File: src/hw/rtl/ffha_pkg.sv
`default_nettype none

package ffha_pkg;

    // Heap geometry
    localparam int HEAP_BYTES   = 1024;
    localparam int ALIGN_BYTES  = 8;
    localparam int HEADER_BYTES = 24;
    localparam int ALIGN_BITS   = $clog2(ALIGN_BYTES);
    localparam int GRANULES     = HEAP_BYTES / ALIGN_BYTES;
    localparam int HDR_SPAN     = ((HEADER_BYTES + ALIGN_BYTES - 1) / ALIGN_BYTES) * ALIGN_BYTES;
    localparam int TOTAL_BYTES  = GRANULES * ALIGN_BYTES;
    localparam int INIT_PAYLOAD = (TOTAL_BYTES > HDR_SPAN) ? TOTAL_BYTES - HDR_SPAN : 0;

    // Field widths
    localparam int GRAN_W  = $clog2(GRANULES);
    localparam int SIZE_W  = 11;
    localparam int REQ_W   = 16;
    localparam int RSIZE_W = REQ_W + 1;
    localparam int OFF_W   = 10;
    localparam int ST_W    = 2;

    // Operation codes
    localparam logic OP_ALLOC = 1'b0;
    localparam logic OP_FREE  = 1'b1;

    // Status codes
    localparam logic [ST_W-1:0] ST_OK       = 2'd0;
    localparam logic [ST_W-1:0] ST_NO_FIT   = 2'd1;
    localparam logic [ST_W-1:0] ST_ZERO     = 2'd2;
    localparam logic [ST_W-1:0] ST_BAD_FREE = 2'd3;

    typedef logic [GRAN_W-1:0] t_gidx;

    // One granule entry of the block table
    typedef struct packed {
        logic              starts;
        logic              is_free;
        logic [SIZE_W-1:0] size;
    } t_blk;

    typedef struct packed {
        logic  en;
        t_gidx addr;
        t_blk  data;
    } t_mem_wr;

    localparam t_blk INIT_BLK = '{starts: 1'b1, is_free: 1'b1, size: SIZE_W'(INIT_PAYLOAD)};

endpackage

`default_nettype wire

File: src/hw/rtl/ffha_req_if.sv
`default_nettype none

interface ffha_req_if;
    import ffha_pkg::*;

    logic             valid;
    logic             ready;
    logic             operation;
    logic [REQ_W-1:0] request_size;
    logic [OFF_W-1:0] payload_offset;

    modport source (output valid, operation, request_size, payload_offset, input ready);
    modport sink   (input valid, operation, request_size, payload_offset, output ready);
endinterface

`default_nettype wire

File: src/hw/rtl/ffha_rsp_if.sv
`default_nettype none

interface ffha_rsp_if;
    import ffha_pkg::*;

    logic             valid;
    logic             ready;
    logic [ST_W-1:0]  status;
    logic [OFF_W-1:0] granted_offset;

    modport source (output valid, status, granted_offset, input ready);
    modport sink   (input valid, status, granted_offset, output ready);
endinterface

`default_nettype wire

File: src/hw/rtl/ffha_mem.sv
`default_nettype none

module ffha_mem (
    input  wire logic             i_clk,
    input  wire logic             i_rst_n,
    input  wire ffha_pkg::t_gidx  i_rd_addr,
    output ffha_pkg::t_blk        o_rd_data,
    input  wire ffha_pkg::t_mem_wr i_wr
);
    import ffha_pkg::*;

    t_blk                r_mem [GRANULES];
    logic [GRANULES-1:0] r_valid;
    t_blk                r_rd_data;
    logic                r_rd_valid;
    logic                r_rd_zero;

    // Entry valid bits: a never-written entry reads as its reset value
    always_ff @(posedge i_clk) begin
        if (!i_rst_n) begin
            r_valid <= '0;
        end else if (i_wr.en) begin
            r_valid[i_wr.addr] <= 1'b1;
        end
    end

    always_ff @(posedge i_clk) begin
        if (i_wr.en) begin
            r_mem[i_wr.addr] <= i_wr.data;
        end
        r_rd_data  <= r_mem[i_rd_addr];
        r_rd_valid <= r_valid[i_rd_addr];
        r_rd_zero  <= (i_rd_addr == '0);
    end

    always_comb begin
        if (r_rd_valid) begin
            o_rd_data = r_rd_data;
        end else if (r_rd_zero) begin
            o_rd_data = INIT_BLK;
        end else begin
            o_rd_data = '0;
        end
    end

endmodule

`default_nettype wire

File: src/hw/rtl/first_fit_heap_allocator_unit.sv
// Channel  Dir  Payload                                   Handshake
// i_req    in   operation, request_size, payload_offset   valid / ready
// o_rsp    out  status, granted_offset                    valid / ready
//
// Steps: a free passes S_FCHK then S_DONE, or goes straight to S_DONE when its address
// is rejected at once; an allocate walks the blocks in S_WALK at one table read each
// (at most 32: a block spans 4+ granules), then passes S_SPLIT for a split, and S_DONE.
// Reset: synchronous, active low; the table returns to one free block at once.
// Stalls: a result waits in the output register while the next request
// transfers in; only that request's completion waits for o_rsp.ready.
`default_nettype none

module first_fit_heap_allocator_unit (
    input  wire logic i_clk,
    input  wire logic i_rst_n,
    ffha_req_if.sink   i_req,
    ffha_rsp_if.source o_rsp
);
    import ffha_pkg::*;

    localparam logic [2:0] S_IDLE  = 3'd0;
    localparam logic [2:0] S_WALK  = 3'd1;
    localparam logic [2:0] S_FCHK  = 3'd2;
    localparam logic [2:0] S_SPLIT = 3'd3;
    localparam logic [2:0] S_DONE  = 3'd4;

    logic [2:0]         r_state, n_state;
    t_gidx              r_g, n_g;
    logic [RSIZE_W-1:0] r_size, n_size;
    t_gidx              r_split_g, n_split_g;
    logic [SIZE_W-1:0]  r_rest, n_rest;
    logic [ST_W-1:0]    r_st, n_st;
    logic [OFF_W-1:0]   r_gr, n_gr;
    logic               r_out_valid, n_out_valid;
    logic [ST_W-1:0]    r_out_st, n_out_st;
    logic [OFF_W-1:0]   r_out_gr, n_out_gr;

    t_gidx   rd_addr;
    t_blk    blk;
    t_mem_wr wr;

    // Request decode
    logic [RSIZE_W-1:0] req_round;
    logic [OFF_W-1:0]   off_rel;
    logic               free_bad;

    // Walk arithmetic
    logic               fits;
    logic [SIZE_W-1:0]  rest;
    logic [SIZE_W:0]    hdr_plus_cur;
    logic [SIZE_W:0]    nxt;
    logic [RSIZE_W:0]   hdr_plus_req;
    logic [RSIZE_W:0]   split_idx;
    logic               do_split;
    logic [OFF_W:0]     grant_sum;

    ffha_mem u_mem (
        .i_clk     (i_clk),
        .i_rst_n   (i_rst_n),
        .i_rd_addr (rd_addr),
        .o_rd_data (blk),
        .i_wr      (wr)
    );

    assign i_req.ready          = (r_state == S_IDLE);
    assign o_rsp.valid          = r_out_valid;
    assign o_rsp.status         = r_out_st;
    assign o_rsp.granted_offset = r_out_gr;

    always_comb begin
        // Round the request up to the alignment
        req_round = ({1'b0, i_req.request_size} + RSIZE_W'(ALIGN_BYTES - 1))
                    >> ALIGN_BITS << ALIGN_BITS;
        off_rel   = i_req.payload_offset - OFF_W'(HDR_SPAN);
        free_bad  = (i_req.payload_offset < OFF_W'(HDR_SPAN))
                 || (off_rel[ALIGN_BITS-1:0] != '0)
                 || ({1'b0, off_rel[OFF_W-1:ALIGN_BITS]} >= (OFF_W-ALIGN_BITS+1)'(GRANULES));

        // Block under inspection: fit test, leftover, next block, split point
        fits         = ({{(RSIZE_W-SIZE_W){1'b0}}, blk.size} >= r_size);
        rest         = blk.size - r_size[SIZE_W-1:0];
        hdr_plus_cur = (SIZE_W+1)'(HDR_SPAN) + {1'b0, blk.size};
        nxt          = (SIZE_W+1)'(r_g) + (hdr_plus_cur >> ALIGN_BITS);
        hdr_plus_req = (RSIZE_W+1)'(HDR_SPAN) + {1'b0, r_size};
        split_idx    = (RSIZE_W+1)'(r_g) + (hdr_plus_req >> ALIGN_BITS);
        do_split     = (rest > SIZE_W'(HDR_SPAN)) && (split_idx < (RSIZE_W+1)'(GRANULES));
        grant_sum    = {1'b0, r_g, {ALIGN_BITS{1'b0}}} + (OFF_W+1)'(HDR_SPAN);

        n_state     = r_state;
        n_g         = r_g;
        n_size      = r_size;
        n_split_g   = r_split_g;
        n_rest      = r_rest;
        n_st        = r_st;
        n_gr        = r_gr;
        n_out_valid = r_out_valid;
        n_out_st    = r_out_st;
        n_out_gr    = r_out_gr;
        rd_addr     = r_g;
        wr          = '0;

        // Drop the held result once it transfers
        if (r_out_valid && o_rsp.ready) begin
            n_out_valid = 1'b0;
        end

        unique case (r_state)
            S_IDLE: begin
                if (i_req.valid) begin
                    n_gr = '0;
                    if (i_req.operation == OP_ALLOC) begin
                        n_size = req_round;
                        if (i_req.request_size == '0) begin
                            n_st    = ST_ZERO;
                            n_state = S_DONE;
                        end else begin
                            // Start the walk at granule zero
                            n_g     = '0;
                            rd_addr = '0;
                            n_state = S_WALK;
                        end
                    end else begin
                        if (free_bad) begin
                            n_st    = ST_BAD_FREE;
                            n_state = S_DONE;
                        end else begin
                            n_g     = off_rel[ALIGN_BITS +: GRAN_W];
                            rd_addr = off_rel[ALIGN_BITS +: GRAN_W];
                            n_state = S_FCHK;
                        end
                    end
                end
            end
            S_FCHK: begin
                if (blk.starts) begin
                    wr.en   = 1'b1;
                    wr.addr = r_g;
                    wr.data = '{starts: 1'b1, is_free: 1'b1, size: blk.size};
                    n_st    = ST_OK;
                end else begin
                    n_st    = ST_BAD_FREE;
                end
                n_state = S_DONE;
            end
            S_WALK: begin
                if (!blk.starts) begin
                    n_st    = ST_NO_FIT;
                    n_state = S_DONE;
                end else if (blk.is_free && fits) begin
                    wr.en   = 1'b1;
                    wr.addr = r_g;
                    n_st    = ST_OK;
                    n_gr    = grant_sum[OFF_W-1:0];
                    if (do_split) begin
                        wr.data   = '{starts: 1'b1, is_free: 1'b0,
                                      size: r_size[SIZE_W-1:0]};
                        n_split_g = split_idx[GRAN_W-1:0];
                        n_rest    = rest - SIZE_W'(HDR_SPAN);
                        n_state   = S_SPLIT;
                    end else begin
                        wr.data = '{starts: 1'b1, is_free: 1'b0, size: blk.size};
                        n_state = S_DONE;
                    end
                end else if (nxt >= (SIZE_W+1)'(GRANULES)) begin
                    n_st    = ST_NO_FIT;
                    n_state = S_DONE;
                end else begin
                    // Advance to the next block and read it right away
                    n_g     = nxt[GRAN_W-1:0];
                    rd_addr = nxt[GRAN_W-1:0];
                end
            end
            S_SPLIT: begin
                // Write the free remainder as a block of its own
                wr.en   = 1'b1;
                wr.addr = r_split_g;
                wr.data = '{starts: 1'b1, is_free: 1'b1, size: r_rest};
                n_state = S_DONE;
            end
            S_DONE: begin
                // Hold until the output register is free
                if (!r_out_valid || o_rsp.ready) begin
                    n_out_valid = 1'b1;
                    n_out_st    = r_st;
                    n_out_gr    = r_gr;
                    n_state     = S_IDLE;
                end
            end
            default: begin
                n_state = S_IDLE;
            end
        endcase
    end

    always_ff @(posedge i_clk) begin
        if (!i_rst_n) begin
            r_state     <= S_IDLE;
            r_out_valid <= 1'b0;
        end else begin
            r_state     <= n_state;
            r_out_valid <= n_out_valid;
        end
    end

    always_ff @(posedge i_clk) begin
        r_g       <= n_g;
        r_size    <= n_size;
        r_split_g <= n_split_g;
        r_rest    <= n_rest;
        r_st      <= n_st;
        r_gr      <= n_gr;
        r_out_st  <= n_out_st;
        r_out_gr  <= n_out_gr;
    end

    // A failed result (any status but OK) never carries a granted offset
    a_gr_zero_on_err: assert property (@(posedge i_clk) disable iff (!i_rst_n)
        (o_rsp.valid && o_rsp.status != ST_OK) |-> (o_rsp.granted_offset == '0))
        else $error("granted offset nonzero on an error result");

    // Table writes only while an item is in work
    a_wr_in_work: assert property (@(posedge i_clk) disable iff (!i_rst_n)
        wr.en |-> (r_state == S_FCHK || r_state == S_WALK || r_state == S_SPLIT))
        else $error("table write outside of an operation");

    // A split always follows the walk step that picked the block
    a_split_after_walk: assert property (@(posedge i_clk) disable iff (!i_rst_n)
        (r_state == S_SPLIT) |-> ($past(r_state) == S_WALK))
        else $error("split entered from the wrong state");

    // A transfer in closes the request side until the result is loaded
    a_one_in_flight: assert property (@(posedge i_clk) disable iff (!i_rst_n)
        (i_req.valid && i_req.ready) |=> !i_req.ready)
        else $error("second request taken while one is in work");

endmodule

`default_nettype wire
File: src/flat_wrapper.sv
// flat-port wrapper written by rule: the top's interface ports become plain ports
module first_fit_heap_allocator_unit_flat import ffha_pkg::*;
  (i_clk, i_rst_n, i_req_valid, i_req_operation, i_req_request_size, i_req_payload_offset, i_req_ready, o_rsp_valid, o_rsp_status, o_rsp_granted_offset, o_rsp_ready);
  ffha_req_if i_req_i ();
  ffha_rsp_if o_rsp_i ();
  input  wire logic i_clk;
  input  wire logic i_rst_n;
  input wire logic [$bits(i_req_i.valid)-1:0] i_req_valid;
  input wire logic [$bits(i_req_i.operation)-1:0] i_req_operation;
  input wire logic [$bits(i_req_i.request_size)-1:0] i_req_request_size;
  input wire logic [$bits(i_req_i.payload_offset)-1:0] i_req_payload_offset;
  output wire logic [$bits(i_req_i.ready)-1:0] i_req_ready;
  output wire logic [$bits(o_rsp_i.valid)-1:0] o_rsp_valid;
  output wire logic [$bits(o_rsp_i.status)-1:0] o_rsp_status;
  output wire logic [$bits(o_rsp_i.granted_offset)-1:0] o_rsp_granted_offset;
  input wire logic [$bits(o_rsp_i.ready)-1:0] o_rsp_ready;
  assign i_req_i.valid = i_req_valid;
  assign i_req_i.operation = i_req_operation;
  assign i_req_i.request_size = i_req_request_size;
  assign i_req_i.payload_offset = i_req_payload_offset;
  assign i_req_ready = i_req_i.ready;
  assign o_rsp_valid = o_rsp_i.valid;
  assign o_rsp_status = o_rsp_i.status;
  assign o_rsp_granted_offset = o_rsp_i.granted_offset;
  assign o_rsp_i.ready = o_rsp_ready;
  first_fit_heap_allocator_unit u_core (.i_clk(i_clk), .i_rst_n(i_rst_n), .i_req(i_req_i), .o_rsp(o_rsp_i));
endmodule
File: config.mk
export PLATFORM = sky130hd
export DESIGN_NAME = first_fit_heap_allocator_unit_flat
export DESIGN_NICKNAME = d
export VERILOG_FILES = /design/src/hw/rtl/ffha_pkg.sv /design/src/hw/rtl/ffha_req_if.sv /design/src/hw/rtl/ffha_rsp_if.sv /design/src/hw/rtl/ffha_mem.sv /design/src/hw/rtl/first_fit_heap_allocator_unit.sv /design/src/flat_wrapper.sv
export SDC_FILE = /design/constraint.sdc
export NUM_CORES = 2
export LEC_CHECK = 0
export ABC_AREA = 1
export BUFFER_PORTS_ARGS = -buffer_cell sky130_fd_sc_hd__buf_2
export CAP_MARGIN = 0
export CORE_UTILIZATION = 52
export CTS_BUF_LIST = sky130_fd_sc_hd__clkbuf_2 sky130_fd_sc_hd__clkbuf_4 sky130_fd_sc_hd__clkbuf_8
export CTS_CLUSTER_SIZE = 25
export DETAILED_ROUTE_END_ITERATION = 10
export PLACE_DENSITY_LB_ADDON = 0.25
export SETUP_SLACK_MARGIN = 0.02
export SLEW_MARGIN = 5
export SYNTH_ARGS = -nofsm -noshare
export SYNTH_HDL_FRONTEND = slang
export SYNTH_HIERARCHICAL = 1
export SYNTH_SLANG_ARGS = --single-unit
File: constraint.sdc
create_clock -name i_clk -period 27 [get_ports i_clk]
set_input_delay 2.7 -clock i_clk [delete_from_list [all_inputs] [get_ports i_clk]]
set_output_delay 2.7 -clock i_clk [all_outputs]
set_load 0.01 [all_outputs]
==> summary.txt <==
Final layout
  – Final Util: 0.581
  – Area Growth Syn to Fin: 10.6%
  – Layout cell share with drive strength beyond 1: 0.0929
  – Nets: 8431

Floorplanning
  – Core area: 155000 um2
  – Die width: 397 um
  – I/O pin cnt: 45
  – # rows: 144
  – Die height: 397 um
  – Die area: 158000 um2
  – Initial Utilization: 0.525

Synthesis
  – Most common flop cell mapped by yosys: edfxtp_1
  – Synth cell types: 51
  – FF+latch count, synth: 1868
  – Post-synth EDFFs: 1714
  – Top cell type's share of synthesized area: 0.634
  – Synth warn: 6
  – Commonest cells in the netlist: nand2_1 (2423), edfxtp_1 (1714), nor2_1 (1275)
  – Most numerous cell in the Yosys netlist: nand2_1
  – Fraction of registers with async set/reset: 0
  – Mapped Area: 81200 um2
  – Synthesized area per cell: 9.86 um2
  – Synth Instances: 8235
  – Largest area contributor in the netlist: edfxtp_1
  – Register area share after synthesis: 0.672
  – Largest cells by area after synthesis: edfxtp_1 (63%), nand2_1 (11%), nor2_1 (5.9%)

Pwr
  – Internal: 5170 uW
  – Pwr/cell area: 91.4 nW/um2
  – Switching share of power: 0.370
  – Leak Pwr: 0.0355 uW
  – Reg power frac: 0.390
  – VDD IR max: 0.000121 V
  – Comb power frac: 0.312
  – Net Switching: 3040 uW
  – Clk pwr share: 0.299

Placed design
  – RD Place Congestion: 0.917
  – Port bufs: 41
  – Post-DP HPWL: 131000 um

Global route
  – Initial antenna violation count: 6
  – All-Layer GR Usage: 0.290
  – Largest net degree at the start of global routing: 204
  – Global route overflow: 0
  – First-pass GRT wire length: 344000 um
  – Vias in the first global route: 54958

Timing
  – Final Hold Viols: 0
  – Clock skew: 69.1 ps
  – Max Freq: 119 MHz
  – WHS: 421 ps
  – Minimum clock period: 8430 ps
  – Pins Over Slew Limit: 0
  – Tcrit/Tclk final: 0.312
  – Endpoints failing setup: 0
  – Rel. slew slack: 0.158
  – Setup_tns: 0 ps
  – Slew @ Worst Pin: 1250 ps
  – RSZ-0062 raised after global routing: false

Run status
  – Status: finished clean

Clock network
  – Max clock buf depth: 4
  – Post-CTS sizing: 0
  – H-tree levels: 5
  – Total CTS buffers: 315
  – Clock latency on the worst-skew pair: 1040 ps
  – CTS sink cnt: 1868
  – Setup bufs post-CTS: 0
  – Clock transition at path regs: 60 ps
  – Root buffer cell: clkbuf_8
  – CTS Hold Bufs: 0
  – TritonCTS clock tree: yes

Route
  – Vias/cell: 5.52
  – DR iter-0 viols: 7343
  – Vias post-DR: 58742
  – Post-route ant nets: 0
  – Drt pass-1 iters: 6
  – Final wirelength: 231000 um
  – Wire length per cell: 21.7 um
  – Drt drc: 0

Critical path
  – Cell repeated most along the worst path: nand2_1
  – Startpoint Class: flop
  – Crit. End Element: flop
  – Worst Path Arrival: 9280 ps
  – Critical-path top delay cell: buf_4
  – R2r startpoint: u_core/u_mem/r_rd_data[4]$_DFF_P_
  – Setup Crit Path Kind: flop to flop
  – Crit-path max FO: 138
  – Crit path from: u_core/u_mem/r_rd_data[4]$_DFF_P_
  – Req. time, crit path: 27850 ps
  – Critical Path Max Stage Delay: 850 ps

Hold path
  – Hold Path Class: flop to flop
  – Min-delay src: u_core/r_gr[5]$_SDFFCE_PN0P_

Flow run
  – Max_cap viols: 0
## cells by family (layout without fill, tap and decap cells)
family / count (synthesis) / in the layout / synth area share
other: 1 / 8 / 0.0000462
and+or+nand+nor: 4489 / 4489 / 0.221
AOI/OAI and AO/OA: 495 / 495 / 0.0322
adders and majority gates: 31 / 31 / 0.00506
buffers and inverters: 1309 / 1669 / 0.0649
xor gates and xnor gates: 42 / 42 / 0.00453
DFF: 1868 / 1868 / 0.672
## cell type report
| type | instances | area [um2] |
|---|---|---|
| antenna | 5 | 12.5 |
| clock buffer | 472 | 5710 |
| clock inverter | 73 | 330 |
| fill | 12866 | 64800 |
| inverter | 905 | 3420 |
| multi-input combinational | 5060 | 21600 |
| sequential | 1868 | 54600 |
| tap | 2044 | 2560 |
| timing repair buffer | 219 | 1620 |
## registers in the layout, summed over array words and instances, names as in the netlist
register	cells
u_core/u_mem/r_rd_zero	1
u_core/r_rest	11
u_core/r_state	3
u_core/u_mem/r_mem	1664
u_core/u_mem/r_valid	128
u_core/u_mem/r_rd_data	13
u_core/o_rsp.status	2
u_core/r_st	2
u_core/u_mem/r_rd_valid	1
u_core/o_rsp.valid	1
u_core/r_g	7
u_core/r_size	14
u_core/o_rsp.granted_offset	7
u_core/r_gr	7
u_core/r_split_g	7
## path summary, 6_finish.rpt
kind                            depth (start not counted)                                  endpoint  slack (ps)
worst min-delay path                                    0  u_core/o_rsp.granted_offset[5]$_DFFE_PP_         420
worst max register to register                         30           u_core/u_mem/r_rd_valid$_DFF_P_       18570
worst max-delay path                                   30           u_core/u_mem/r_rd_valid$_DFF_P_       18570
worst min register to register                          0  u_core/o_rsp.granted_offset[5]$_DFFE_PP_         420
## metal layers
layer  global-route usage  vias up  share of wire
met3               0.0616      465           0.11
met1                0.404    28135           0.40
met4                0.126        2          0.042
met2                0.441     3095           0.45
met5              0.00272        -        0.00026
li1                     -    27045              -
## placed cells by master (no fill, tap or decap), types with 7 or more instances in the layout
| cell | instances |
|---|---|
| nor2_1 | 1252 |
| nor2_2 | 25 |
| o211ai_1 | 19 |
| clkbuf_8 | 347 |
| nor3_1 | 20 |
| edfxtp_1 | 1714 |
| clkinv_1 | 46 |
| buf_4 | 172 |
| clkinv_2 | 24 |
| a21oi_1 | 75 |
| xnor2_1 | 13 |
| nand2_2 | 9 |
| nor2_4 | 7 |
| dfxtp_1 | 154 |
| o21ai_0 | 309 |
| xor2_1 | 29 |
| clkbuf_4 | 125 |
| nand4_1 | 13 |
| nand2_4 | 8 |
| inv_1 | 892 |
| ha_1 | 28 |
| buf_2 | 41 |
| a22oi_1 | 7 |
| o21ai_1 | 56 |
| nand3_1 | 715 |
| nand2_1 | 2415 |
| o22ai_1 | 8 |
| nor4_1 | 7 |
## through the flow
step / total power, uW / instances / setup slack, ps / area [um2]
after floorplan: 4860 / 8237 / 18370 / 81200
after global placement: 5740 / 10096 / 18370 / 83800
after detailed placement: 5760 / 10096 / 18200 / 83800
after CTS: 8190 / 10641 / 18880 / 89800
after global routing: 8570 / 10643 / 18180 / 89800
final: 8210 / 10646 / 18570 / 89800
## power groups by stage
stage                     logic (uW)  registers (uW)  clock network, uW
after global routing            2760            3200               2610
after CTS                       2510            3200               2480
final                           2560            3200               2450
after detailed placement        2500            3260                  0
after floorplan                 1630            3230                  0
after global placement          2480            3260                  0
## critical path, delay by kind of cell (launching register included)
kind / cells / cell delay (ps)
and+or+nand+nor: 15 / 2290
AOI/OAI and AO/OA: 2 / 690
buffers and inverters: 10 / 3480
adders and majority gates: 2 / 520
xor gates and xnor gates: 1 / 160
DFF: 1 / 640
Power figures use the tool's default switching activity.
